File: src/rtl/btk_pkg.sv
`timescale 1ns / 1ps
// ----------------------------------------------------------------------------
// btk_pkg
// Shared types and fixed field widths of the bounded top-k sorted list.
// ----------------------------------------------------------------------------
package btk_pkg;

  localparam int unsigned RMSD_W = 16;
  localparam int unsigned RIDX_W = 4;
  localparam int unsigned POS_W  = 4;
  localparam int unsigned FILL_W = 5;

  typedef enum logic {
    CMD_INSERT = 1'b0,
    CMD_READ   = 1'b1
  } cmd_e;

endpackage

File: src/rtl/btk_cell.sv
`timescale 1ns / 1ps
// ----------------------------------------------------------------------------
// btk_cell
// One list slot: holds an entry, ranks the incoming candidate against it and
// either keeps its entry, takes the candidate or takes its left neighbor.
// ----------------------------------------------------------------------------
module btk_cell #(
  parameter int unsigned ID_W  = 16,
  parameter int unsigned CNT_W = 8
) (
  input  logic                      clk_i,
  input  logic                      en_i,
  input  logic                      occ_i,
  input  logic                      ins_left_i,
  input  logic [ID_W-1:0]           cand_id_i,
  input  logic [CNT_W-1:0]          cand_cnt_i,
  input  logic [btk_pkg::RMSD_W-1:0] cand_rmsd_i,
  input  logic [ID_W-1:0]           left_id_i,
  input  logic [CNT_W-1:0]          left_cnt_i,
  input  logic [btk_pkg::RMSD_W-1:0] left_rmsd_i,
  output logic [ID_W-1:0]           id_o,
  output logic [CNT_W-1:0]          cnt_o,
  output logic [btk_pkg::RMSD_W-1:0] rmsd_o,
  output logic                      ins_o
);
  import btk_pkg::*;

  logic [ID_W-1:0]   id_q, id_d;
  logic [CNT_W-1:0]  cnt_q, cnt_d;
  logic [RMSD_W-1:0] rmsd_q, rmsd_d;
  logic              better;

  // candidate ranks strictly above this entry
  assign better = (cand_cnt_i > cnt_q) ||
                  ((cand_cnt_i == cnt_q) && (cand_rmsd_i < rmsd_q));
  assign ins_o  = !occ_i || better;

  always_comb begin
    priority if (ins_left_i) begin
      id_d   = left_id_i;
      cnt_d  = left_cnt_i;
      rmsd_d = left_rmsd_i;
    end else if (ins_o) begin
      id_d   = cand_id_i;
      cnt_d  = cand_cnt_i;
      rmsd_d = cand_rmsd_i;
    end else begin
      id_d   = id_q;
      cnt_d  = cnt_q;
      rmsd_d = rmsd_q;
    end
  end

  always_ff @(posedge clk_i) begin
    if (en_i) begin
      id_q   <= id_d;
      cnt_q  <= cnt_d;
      rmsd_q <= rmsd_d;
    end
  end

  assign id_o   = id_q;
  assign cnt_o  = cnt_q;
  assign rmsd_o = rmsd_q;

endmodule

File: src/rtl/bounded_top_k_sorted_list.sv
`timescale 1ns / 1ps
// ----------------------------------------------------------------------------
// bounded_top_k_sorted_list
// Keeps the best CAPACITY candidates ordered by match count, then Q8.8 RMSD.
// ----------------------------------------------------------------------------
// Every beat, insert or read, yields one registered result beat; a
// new beat is taken each cycle while the result register is free or being
// drained. The list lives in a row of cells, each ranking the candidate
// against its own entry in parallel; the cells at and after the insertion
// point shift right by one, so the last entry of a full list falls out. A
// read picks the entry at read_index through a mux over the cells.
module bounded_top_k_sorted_list #(
  parameter int unsigned CAPACITY    = 16,
  parameter int unsigned ID_WIDTH    = 16,
  parameter int unsigned COUNT_WIDTH = 8
) (
  input  logic                         clk_i,
  input  logic                         rst_ni,
  input  logic                         in_valid_i,
  output logic                         in_ready_o,
  input  logic                         command_i,
  input  logic [COUNT_WIDTH-1:0]       match_count_i,
  input  logic [btk_pkg::RMSD_W-1:0]   rmsd_i,
  input  logic [ID_WIDTH-1:0]          item_id_i,
  input  logic [btk_pkg::RIDX_W-1:0]   read_index_i,
  output logic                         out_valid_o,
  input  logic                         out_ready_i,
  output logic                         accepted_o,
  output logic [btk_pkg::POS_W-1:0]    position_o,
  output logic                         evicted_valid_o,
  output logic [ID_WIDTH-1:0]          evicted_id_o,
  output logic                         read_valid_o,
  output logic [ID_WIDTH-1:0]          read_id_o,
  output logic [COUNT_WIDTH-1:0]       read_count_o,
  output logic [btk_pkg::RMSD_W-1:0]   read_rmsd_o,
  output logic [btk_pkg::FILL_W-1:0]   fill_count_o
);
  import btk_pkg::*;

  localparam int unsigned FW = $clog2(CAPACITY + 1);
  localparam int unsigned PW = $clog2(CAPACITY);

  logic                    in_fire, is_ins, is_rd, full;
  logic [FW-1:0]           fill_q, fill_d;
  logic [CAPACITY-1:0]     ins;
  logic [ID_WIDTH-1:0]     cell_id   [CAPACITY];
  logic [COUNT_WIDTH-1:0]  cell_cnt  [CAPACITY];
  logic [RMSD_W-1:0]       cell_rmsd [CAPACITY];
  logic [PW-1:0]           pos;

  logic                    out_valid_q;
  logic                    acc_q, acc_d, ev_q, ev_d, rv_q, rv_d;
  logic [POS_W-1:0]        pos_q, pos_d;
  logic [ID_WIDTH-1:0]     evid_q, evid_d, rid_q, rid_d;
  logic [COUNT_WIDTH-1:0]  rcnt_q, rcnt_d;
  logic [RMSD_W-1:0]       rrmsd_q, rrmsd_d;
  logic [FILL_W-1:0]       fc_q, fc_d;

  assign in_ready_o = !out_valid_q || out_ready_i;
  assign in_fire    = in_valid_i && in_ready_o;
  assign is_rd      = (command_i == CMD_READ);
  assign is_ins     = !is_rd;
  assign full       = (fill_q == FW'(CAPACITY));

  for (genvar i = 0; i < CAPACITY; i++) begin : g_cell
    if (i == 0) begin : g_head
      btk_cell #(
        .ID_W  (ID_WIDTH),
        .CNT_W (COUNT_WIDTH)
      ) u_cell (
        .clk_i       (clk_i),
        .en_i        (in_fire && is_ins),
        .occ_i       (fill_q > FW'(i)),
        .ins_left_i  (1'b0),
        .cand_id_i   (item_id_i),
        .cand_cnt_i  (match_count_i),
        .cand_rmsd_i (rmsd_i),
        .left_id_i   (item_id_i),
        .left_cnt_i  (match_count_i),
        .left_rmsd_i (rmsd_i),
        .id_o        (cell_id[i]),
        .cnt_o       (cell_cnt[i]),
        .rmsd_o      (cell_rmsd[i]),
        .ins_o       (ins[i])
      );
    end else begin : g_body
      btk_cell #(
        .ID_W  (ID_WIDTH),
        .CNT_W (COUNT_WIDTH)
      ) u_cell (
        .clk_i       (clk_i),
        .en_i        (in_fire && is_ins),
        .occ_i       (fill_q > FW'(i)),
        .ins_left_i  (ins[i-1]),
        .cand_id_i   (item_id_i),
        .cand_cnt_i  (match_count_i),
        .cand_rmsd_i (rmsd_i),
        .left_id_i   (cell_id[i-1]),
        .left_cnt_i  (cell_cnt[i-1]),
        .left_rmsd_i (cell_rmsd[i-1]),
        .id_o        (cell_id[i]),
        .cnt_o       (cell_cnt[i]),
        .rmsd_o      (cell_rmsd[i]),
        .ins_o       (ins[i])
      );
    end
  end

  // insertion point: first cell whose ins flag rises
  always_comb begin
    pos = '0;
    for (int i = 0; i < CAPACITY; i++) begin
      if (ins[i] && (i == 0 || !ins[(i == 0) ? 0 : i - 1])) begin
        pos = pos | PW'(i);
      end
    end
  end

  always_comb begin
    fill_d = fill_q;
    if (in_fire && is_ins && !full) begin
      fill_d = fill_q + FW'(1);
    end
  end

  always_comb begin
    acc_d   = is_ins && ins[CAPACITY-1];
    pos_d   = acc_d ? POS_W'(pos) : '0;
    ev_d    = acc_d && full;
    evid_d  = ev_d ? cell_id[CAPACITY-1] : '0;
    rv_d    = is_rd && (FW'(read_index_i) < fill_q) && (FW >= RIDX_W || read_index_i < RIDX_W'(CAPACITY));
    rid_d   = '0;
    rcnt_d  = '0;
    rrmsd_d = '0;
    for (int i = 0; i < CAPACITY; i++) begin
      if (rv_d && i < (1 << RIDX_W) && read_index_i == RIDX_W'(i)) begin
        rid_d   = cell_id[i];
        rcnt_d  = cell_cnt[i];
        rrmsd_d = cell_rmsd[i];
      end
    end
    fc_d = FILL_W'(fill_d);
  end

  always_ff @(posedge clk_i or negedge rst_ni) begin
    if (!rst_ni) begin
      fill_q      <= '0;
      out_valid_q <= 1'b0;
    end else begin
      fill_q <= fill_d;
      if (in_fire) begin
        out_valid_q <= 1'b1;
      end else if (out_ready_i) begin
        out_valid_q <= 1'b0;
      end
    end
  end

  always_ff @(posedge clk_i) begin
    if (in_fire) begin
      acc_q   <= acc_d;
      pos_q   <= pos_d;
      ev_q    <= ev_d;
      evid_q  <= evid_d;
      rv_q    <= rv_d;
      rid_q   <= rid_d;
      rcnt_q  <= rcnt_d;
      rrmsd_q <= rrmsd_d;
      fc_q    <= fc_d;
    end
  end

  assign out_valid_o     = out_valid_q;
  assign accepted_o      = acc_q;
  assign position_o      = pos_q;
  assign evicted_valid_o = ev_q;
  assign evicted_id_o    = evid_q;
  assign read_valid_o    = rv_q;
  assign read_id_o       = rid_q;
  assign read_count_o    = rcnt_q;
  assign read_rmsd_o     = rrmsd_q;
  assign fill_count_o    = fc_q;

  a_fill_bound : assert property (@(posedge clk_i) disable iff (!rst_ni)
    fill_q <= FW'(CAPACITY))
    else $error("fill count above capacity");

  a_fill_grow : assert property (@(posedge clk_i) disable iff (!rst_ni)
    (in_fire && is_ins && !full) |=> (fill_q == $past(fill_q) + FW'(1)))
    else $error("insert into non-full list did not grow fill");

  a_read_keeps : assert property (@(posedge clk_i) disable iff (!rst_ni)
    (in_fire && is_rd) |=> $stable(fill_q))
    else $error("read beat changed fill");

  a_ins_thermo : assert property (@(posedge clk_i) disable iff (!rst_ni)
    (ins[CAPACITY-2:0] & ~ins[CAPACITY-1:1]) == '0)
    else $error("insertion flags not monotonic, list order broken");

  a_evict_acc : assert property (@(posedge clk_i) disable iff (!rst_ni)
    (out_valid_o && evicted_valid_o) |-> (accepted_o && !read_valid_o))
    else $error("eviction without placement");

endmodule

File: config.mk
export PLATFORM = sky130hd
export DESIGN_NAME = bounded_top_k_sorted_list
export DESIGN_NICKNAME = d
export VERILOG_FILES = /design/src/rtl/btk_pkg.sv /design/src/rtl/btk_cell.sv /design/src/rtl/bounded_top_k_sorted_list.sv
export SDC_FILE = /design/constraint.sdc
export NUM_CORES = 2
export LEC_CHECK = 0
export BUFFER_PORTS_ARGS = -buffer_cell sky130_fd_sc_hd__buf_4
export CORE_MARGIN = 2
export CORE_UTILIZATION = 50
export CTS_CLUSTER_DIAMETER = 80
export DETAILED_ROUTE_END_ITERATION = 10
export PLACE_DENSITY = 0.8
export SLEW_MARGIN = 10
export SYNTH_ARGS = -nofsm -noshare
export SYNTH_HDL_FRONTEND = slang
export SYNTH_SLANG_ARGS = --single-unit
File: constraint.sdc
create_clock -name clk_i -period 5.5 [get_ports clk_i]
set_input_delay 0.275 -clock clk_i [delete_from_list [all_inputs] [get_ports clk_i]]
set_output_delay 0.275 -clock clk_i [all_outputs]
set_load 0.01 [all_outputs]
After elaboration in Yosys (flattened, before gate mapping)
Index checks and enable logic that the tools add are counted.

operators by class
  mux-type cells = 156
  $add $sub $neg = 1
  reduce and logical (&&, ||, !) cells = 153
  eq/ne operators = 32
  order comparisons = 49

operators by type and width
  operator               number
  $mux W16               92
  $mux W8                46
  $lt A16 B16 Y1         16
  $eq A8 B8 Y1           16
  $gt A8 B8 Y1           16
  $logic_and A1 B1 Y1    53
  $gt A5 B4 Y1 const B   8
  $logic_not A1 Y1       34
  $logic_or A1 B1 Y1     33
  $eq A4 B4 Y1 const B   8
  $mux W4                8
  $reduce_and A2 Y1      16
  $reduce_bool A2 Y1     16
  $gt A5 B3 Y1 const B   4
  $eq A4 B3 Y1 const B   4
  $mux W3                4
  $gt A5 B1 Y1 const B   2
  $gt A5 B2 Y1 const B   2
  $eq A4 B2 Y1 const B   2
  $add A5 B1 Y5 const B  1
  $eq A5 B5 Y1 const B   1
  $lt A4 B5 Y1           1
  $mux W5                1
  $eq A4 B1 Y1 const B   1
  other kinds (3)        6

word-level totals
  register bits = 714
  output and inout port bits = 70
  input bits = 49

Longest topological paths before layout
  depth after elaboration = 21
  gate-level depth with buffers = 13

By module
Synthesis repeated with hierarchy kept, for this count alone.

unflattened totals
  cell total of the unflattened synthesis = 3,799
  area total of the unflattened synthesis = 45,469.9 µm²

modules (own cells, without submodules)
  module                                   times used  seq. area each (µm²)  area each (µm²)  cells each
  btk_cell at g_cell[0].g_head.u_cell ...  11          1,201.2               2,314.7          172
  btk_cell at g_cell[5].g_body.u_cell ...  5           1,201.2               2,294.7          173
  bounded_top_k_sorted_list                1           2,192.1               8,534.4          1,042

Least setup slack after synthesis
OpenSTA, ideal clock, no wires.

  kind = reg2reg
  start point = reg out_valid_q, in the netlist out_valid_o
  end point = reg g_cell[2].g_body.u_cell.cnt_q[0] (enable)
  clock period less this slack = 5.291 ns
  path buffers = 2
  cell stages (with the launch flop) = 7
  slack = 0.209 ns
  arrival time = 4.841 ns
  data required time = 5.049 ns
  path through = dfrtp_1 nand2b_1 and2_1 nand2b_1 clkbuf_1 clkbuf_1 a21oi_1

on the way
  cells in the longest elaborated chain, start to end = 5

ends and longest elaborated chain
  what                                line                              text
  start: declaration                  bounded_top_k_sorted_list.sv:51   logic out_valid_q;
  start signal: assignment            bounded_top_k_sorted_list.sv:148  out_valid_q <= 1'b0;
  start signal: assignment            bounded_top_k_sorted_list.sv:152  out_valid_q <= 1'b1;
  start signal: assignment            bounded_top_k_sorted_list.sv:154  out_valid_q <= 1'b0;
  $logic_not A1 Y1                    bounded_top_k_sorted_list.sv:59   assign in_ready_o = !out_valid_q || out_ready_i;
  $logic_or A1 B1 Y1                  bounded_top_k_sorted_list.sv:59
  net in_ready_o                      bounded_top_k_sorted_list.sv:20   output logic in_ready_o,
  $logic_and A1 B1 Y1                 bounded_top_k_sorted_list.sv:60   assign in_fire = in_valid_i && in_ready_o;
  net in_fire                         bounded_top_k_sorted_list.sv:43   logic in_fire, is_ins, is_rd, full;
  $logic_and A1 B1 Y1                 bounded_top_k_sorted_list.sv:92   .en_i (in_fire && is_ins),
  $reduce_and A2 Y1 (no source line)  --
  end signal: assignment              btk_cell.sv:57                    cnt_q <= cnt_d;
  end: declaration                    btk_cell.sv:29                    logic [CNT_W-1:0] cnt_q, cnt_d;

The timed path passes the listed nets, and every way through them passes these cells.
A chain may end at the register's enable or synchronous reset.

Worst setup path after layout
  start point = reg fill_q[3]
  end point = reg rrmsd_q[15], in the netlist read_rmsd_o[15] (data pin)

on the way
  cells in the longest elaborated chain, start to end = 19
  elaborated cells on any way between the ends = 34
  those cells by class = 1 x order compare; 16 x mux; 17 x reduce/logical

ends and longest elaborated chain
  what                      line                              text
  start: declaration        bounded_top_k_sorted_list.sv:44   logic [FW-1:0] fill_q, fill_d;
  start signal: assignment  bounded_top_k_sorted_list.sv:150  fill_q <= fill_d;
  $lt A4 B5 Y1 *            bounded_top_k_sorted_list.sv:131  rv_d = is_rd && (FW'(read_index_i) < fill_q) && (FW >= RIDX_W || read_index_i < RIDX_W'(CAPACITY));
  $logic_and A1 B1 Y1 *     bounded_top_k_sorted_list.sv:131
  $logic_and A1 B1 Y1       bounded_top_k_sorted_list.sv:136  if (rv_d && i < (1 << RIDX_W) && read_index_i == RIDX_W'(i)) begin
  $mux W16 (15 in series)   bounded_top_k_sorted_list.sv:136
  $mux W16 *                bounded_top_k_sorted_list.sv:136
  net rrmsd_d[15]           bounded_top_k_sorted_list.sv:56   logic [RMSD_W-1:0] rrmsd_q, rrmsd_d;
  end signal: assignment    bounded_top_k_sorted_list.sv:168  rrmsd_q <= rrmsd_d;
  end: declaration          bounded_top_k_sorted_list.sv:56

The timed path passes the listed nets; every way through them passes the cells marked *.

==> summary.md <==
| Metric | Value |
|---|---|
| Clock power share | `0.283` |
| DIE AREA | `0.0889 mm^2` |
| Final Instance Area | `0.0483 mm^2` |
| Post-synth top area cell | `edfxtp_1` |
| Worst-Skew Late Latency | `0.67 ns` |
| Tcrit/Tclk final | `0.772` |
| H-tree depth | `3` |
| Register-to-register setup slack | `1.25 ns` |
| Cts repair resizes | `0` |
| Commonest cells in the netlist | `edfxtp_1 (708), nand2_1 (669), o21ai_0 (397)` |
| Post-DP Area | `~0.045 mm^2` |
| Hold EP | `g_cell[0].g_head.u_cell.id_o[2]` |
| Async set-reset flop share out of synthesis | `0.00840` |
| Antenna-violating nets left | `0` |
| Initial antenna violation count | `1` |
| Vias after detailed routing | `33.2k` |
| Vias per inst | `between 6 and 7` |
| Area growth from synthesis to layout | `11.7%` |
| Pwr/cell area | `between 400 and 500 mW/mm^2` |
| Max-cap violations | `0` |
| Post-synth top area share | `0.492` |
| GPL Wtd Cong | `0.959` |
| Post-synth EDFFs | `between 700 and 800` |
| Worst EP required | `5.91 ns` |
| Count leader, synth | `edfxtp_1` |
| Drc violations | `0` |
| RSZ-0062 raised after global routing | `false` |
| Slew Viols, Final | `0` |
| FF-to-FF End | `read_rmsd_o[15]` |
| Synthesized Nets | `4444` |
| Count of cell types in the netlist | `83` |
| Pin count of the biggest net entering global routing | `between 60 and 70` |
| CTS root buffer | `clkbuf_16` |
| Fmax achieved | `0.235 GHz` |
| DRT iter0 DRCs | `4715` |
| Sw frac | `0.345` |
| Top FF cell, synth | `edfxtp_1` |
| Post-CTS Setup Inserts | `0` |
| Die H | `298 um` |
| Comb pwr share | `0.320` |
| Critical hold path startpoint | `item_id_i[2]` |
| RR Startpoint | `fill_q[3]` |
| Max Root-Sink Buffers | `3` |
| Routed wire length | `approximately 130000 um` |
| CP arrival | `around 4.7 ns` |
| Total GRT Usage | `0.288` |
| TNS Setup | `0 ns` |
| Hold Crit Class | `in -> reg` |
| Final core utilization | `0.565` |
| Post-Syn Area | `0.0433 mm^2` |
| Worst VDD drop | `306 uV` |
| Total gr overflow | `0` |
| CTS tree | `yes` |
| Path depth of the worst reg2reg path | `10` |
| Hpwl dp | `about 90000 um` |
| Switch Pwr | `6.73 mW` |
| Worst Tran Pin Value | `1.25 ns` |
| Nets | `about 4.5k` |
| Starting density of the core | `0.506` |
| Ys Warns | `0` |
| Finish-stage setup viols | `0` |
| Clock transition at path regs | `~0.06 ns` |
| WL/cell | `24.5 um` |
| DRT Pass-1 Iters | `8` |
| Number of global-route vias before repair | `32.6k` |
| Setup crit end kind | `register` |
| FP Rows | `107` |
| First-pass GRT wire length | `198000 um` |
| Hold Vio Cnt, Final | `0` |
| Crit path kind | `reg -> reg` |
| Hold depth | `1` |
| Status | `completed` |
| CTS buffer count | `78` |
| Core Area | `around 0.085 mm^2` |
| Clock Skew | `0.0457 ns` |
| Max_slew headroom | `0.168` |
| Ports | `119` |
| CP Launch Type | `register` |
| Minimum clock period | `4.25 ns` |
| PortBufs | `118` |
| Sequential power share | `0.398` |
| Sequential cell area fraction in the yosys report | `0.495` |
| Static leakage | `19.2 nW` |
| Pint | `between 10 and 15 mW` |
| Top cells by area, synth | `edfxtp_1 (49%), ha_1 (11%), mux2_2 (6.0%)` |
| FF+latch count, synth | `714` |
| Avg Cell Area, Syn | `between 10 and 15 um^2` |
| # clock sinks | `714` |
| Gate Count Post-Synth | `4019` |
| Antenna diodes | `0` |
| Max FO, Critical Path | `33` |
| Layout cell share with drive strength beyond 1 | `0.157` |
| Chip Width | `298 um` |
[layout by cell type, fill, tap and decap left out, drive strengths merged, types with 9 or more instances in the layout]
cell type	instances
a21o	36
a211o	10
nor2b	26
o21a	26
mux2i	32
ha	376
a31oi	37
a22oi	42
bufinv	9
buf	191
mux4	54
nand3	39
nor3	27
a211oi	27
o22ai	42
nand2	669
dlygate4sd3	20
nand4	44
a41oi	11
clkinv	39
nor2	109
nand2b	26
o211ai	35
a221oi	28
edfxtp	708
o2111ai	14
a21oi	180
a2111oi	12
clkbuf	91
a22o	9
mux2	230
o221ai	18
inv	384
o21ai	411
nor4	9
and2	20
[layer usage]
layer	GRT usage	routed length, um	vias to the layer above	share of wire
li1	-	-	14900	-
met1	0.394	50700	15900	0.39
met2	0.444	57400	2117	0.44
met3	0.0635	15600	332	0.12
met4	0.124	5800	2	0.045
met5	0	10	-	0.000077
[layout make-up]
class	count	area, um^2
fill	6864	37100
sequential	714	21400
multi-input combinational	2694	19700
clock buffer	91	2060
timing repair buffer	211	1670
inverter	383	1440
tap	1144	1430
clock inverter	53	591
[registers in the layout (all words and copies together) (netlist names)]
signal / cells
g_cell.g_head.u_cell.rmsd_o: 16
g_cell.g_body.u_cell.rmsd_o: 240
evicted_id_o: 16
out_valid_o: 1
fill_q: 5
position_o: 4
evicted_valid_o: 1
g_cell.g_head.u_cell.id_o: 16
read_rmsd_o: 16
read_valid_o: 1
fill_count_o: 5
g_cell.g_head.u_cell.cnt_o: 8
g_cell.g_body.u_cell.cnt_o: 120
read_count_o: 8
read_id_o: 16
accepted_o: 1
g_cell.g_body.u_cell.id_o: 240
[timing repair]
item / in CTS / in global routing
endpoints found under the setup margin: 0 / 0
hold buffers: 20 / 0
hold endpoints to repair: 23 / 0
[kinds of logic after synthesis]
family          Yosys count  synth area share
xor+xnor                  3          0.000608
simple gates           1004            0.0996
buf+inv                 611            0.0577
fa+ha+maj               376             0.109
compound gates          995             0.143
flops                   714             0.495
mux                     316            0.0955
[through the flow]
step / std cells / setup slack (ns) / power, mW / hold slack [ns]
floorplan: 4019 / 0.209 / 12.0 / -0.0206
global placement: 5125 / 1.45 / 13.6 / 0.123
detailed placement: 5125 / 1.42 / 13.8 / 0.122
CTS: 5289 / 1.40 / 19.3 / 0.00104
global route: 5290 / 1.06 / 20.3 / 0.0272
finish: 5290 / 1.25 / 19.5 / 0.0279
[power by group through the flow]
stage          clock network (mW)  logic (mW)  registers [mW]
2_1_floorplan                   0        4.30            7.66
3_3_place_gp                    0        5.78            7.80
3_5_place_dp                    0        6.01            7.83
4_1_cts                      5.53        6.08            7.73
5_1_grt                      5.73        6.79            7.80
6_report                     5.51        6.23            7.75
[worst max-delay path, stage by stage (launching register included)]
cell and delay (ns):
dfrtp_1 0.53, inv_1 0.18, ha_1 0.31, nor2b_1 0.80, a211o_1 0.60, buf_4 0.30, nor2_2 0.04, buf_4 0.28
a221oi_1 0.52, a31oi_1 0.22, a21o_1 0.19
[how the worst max path moves through the flow]
stage / startpoint / to / slack, ns / cells past startpoint
6_report: fill_q[3] / read_rmsd_o[15] / 1.25 / 10
5_1_grt: fill_q[3] / read_id_o[4] / 1.06 / 11
4_1_cts: fill_q[3] / read_id_o[4] / 1.40 / 11
3_5_place_dp: match_count_i[0] / g_cell[5].g_body.u_cell.id_o[8] / 1.42 / 11
3_3_place_gp: rmsd_i[7] / g_cell[7].g_body.u_cell.id_o[12] / 1.45 / 10
2_1_floorplan: out_valid_o / g_cell[2].g_body.u_cell.cnt_o[0] / 0.21 / 6
(Power assumes the default switching activity.)
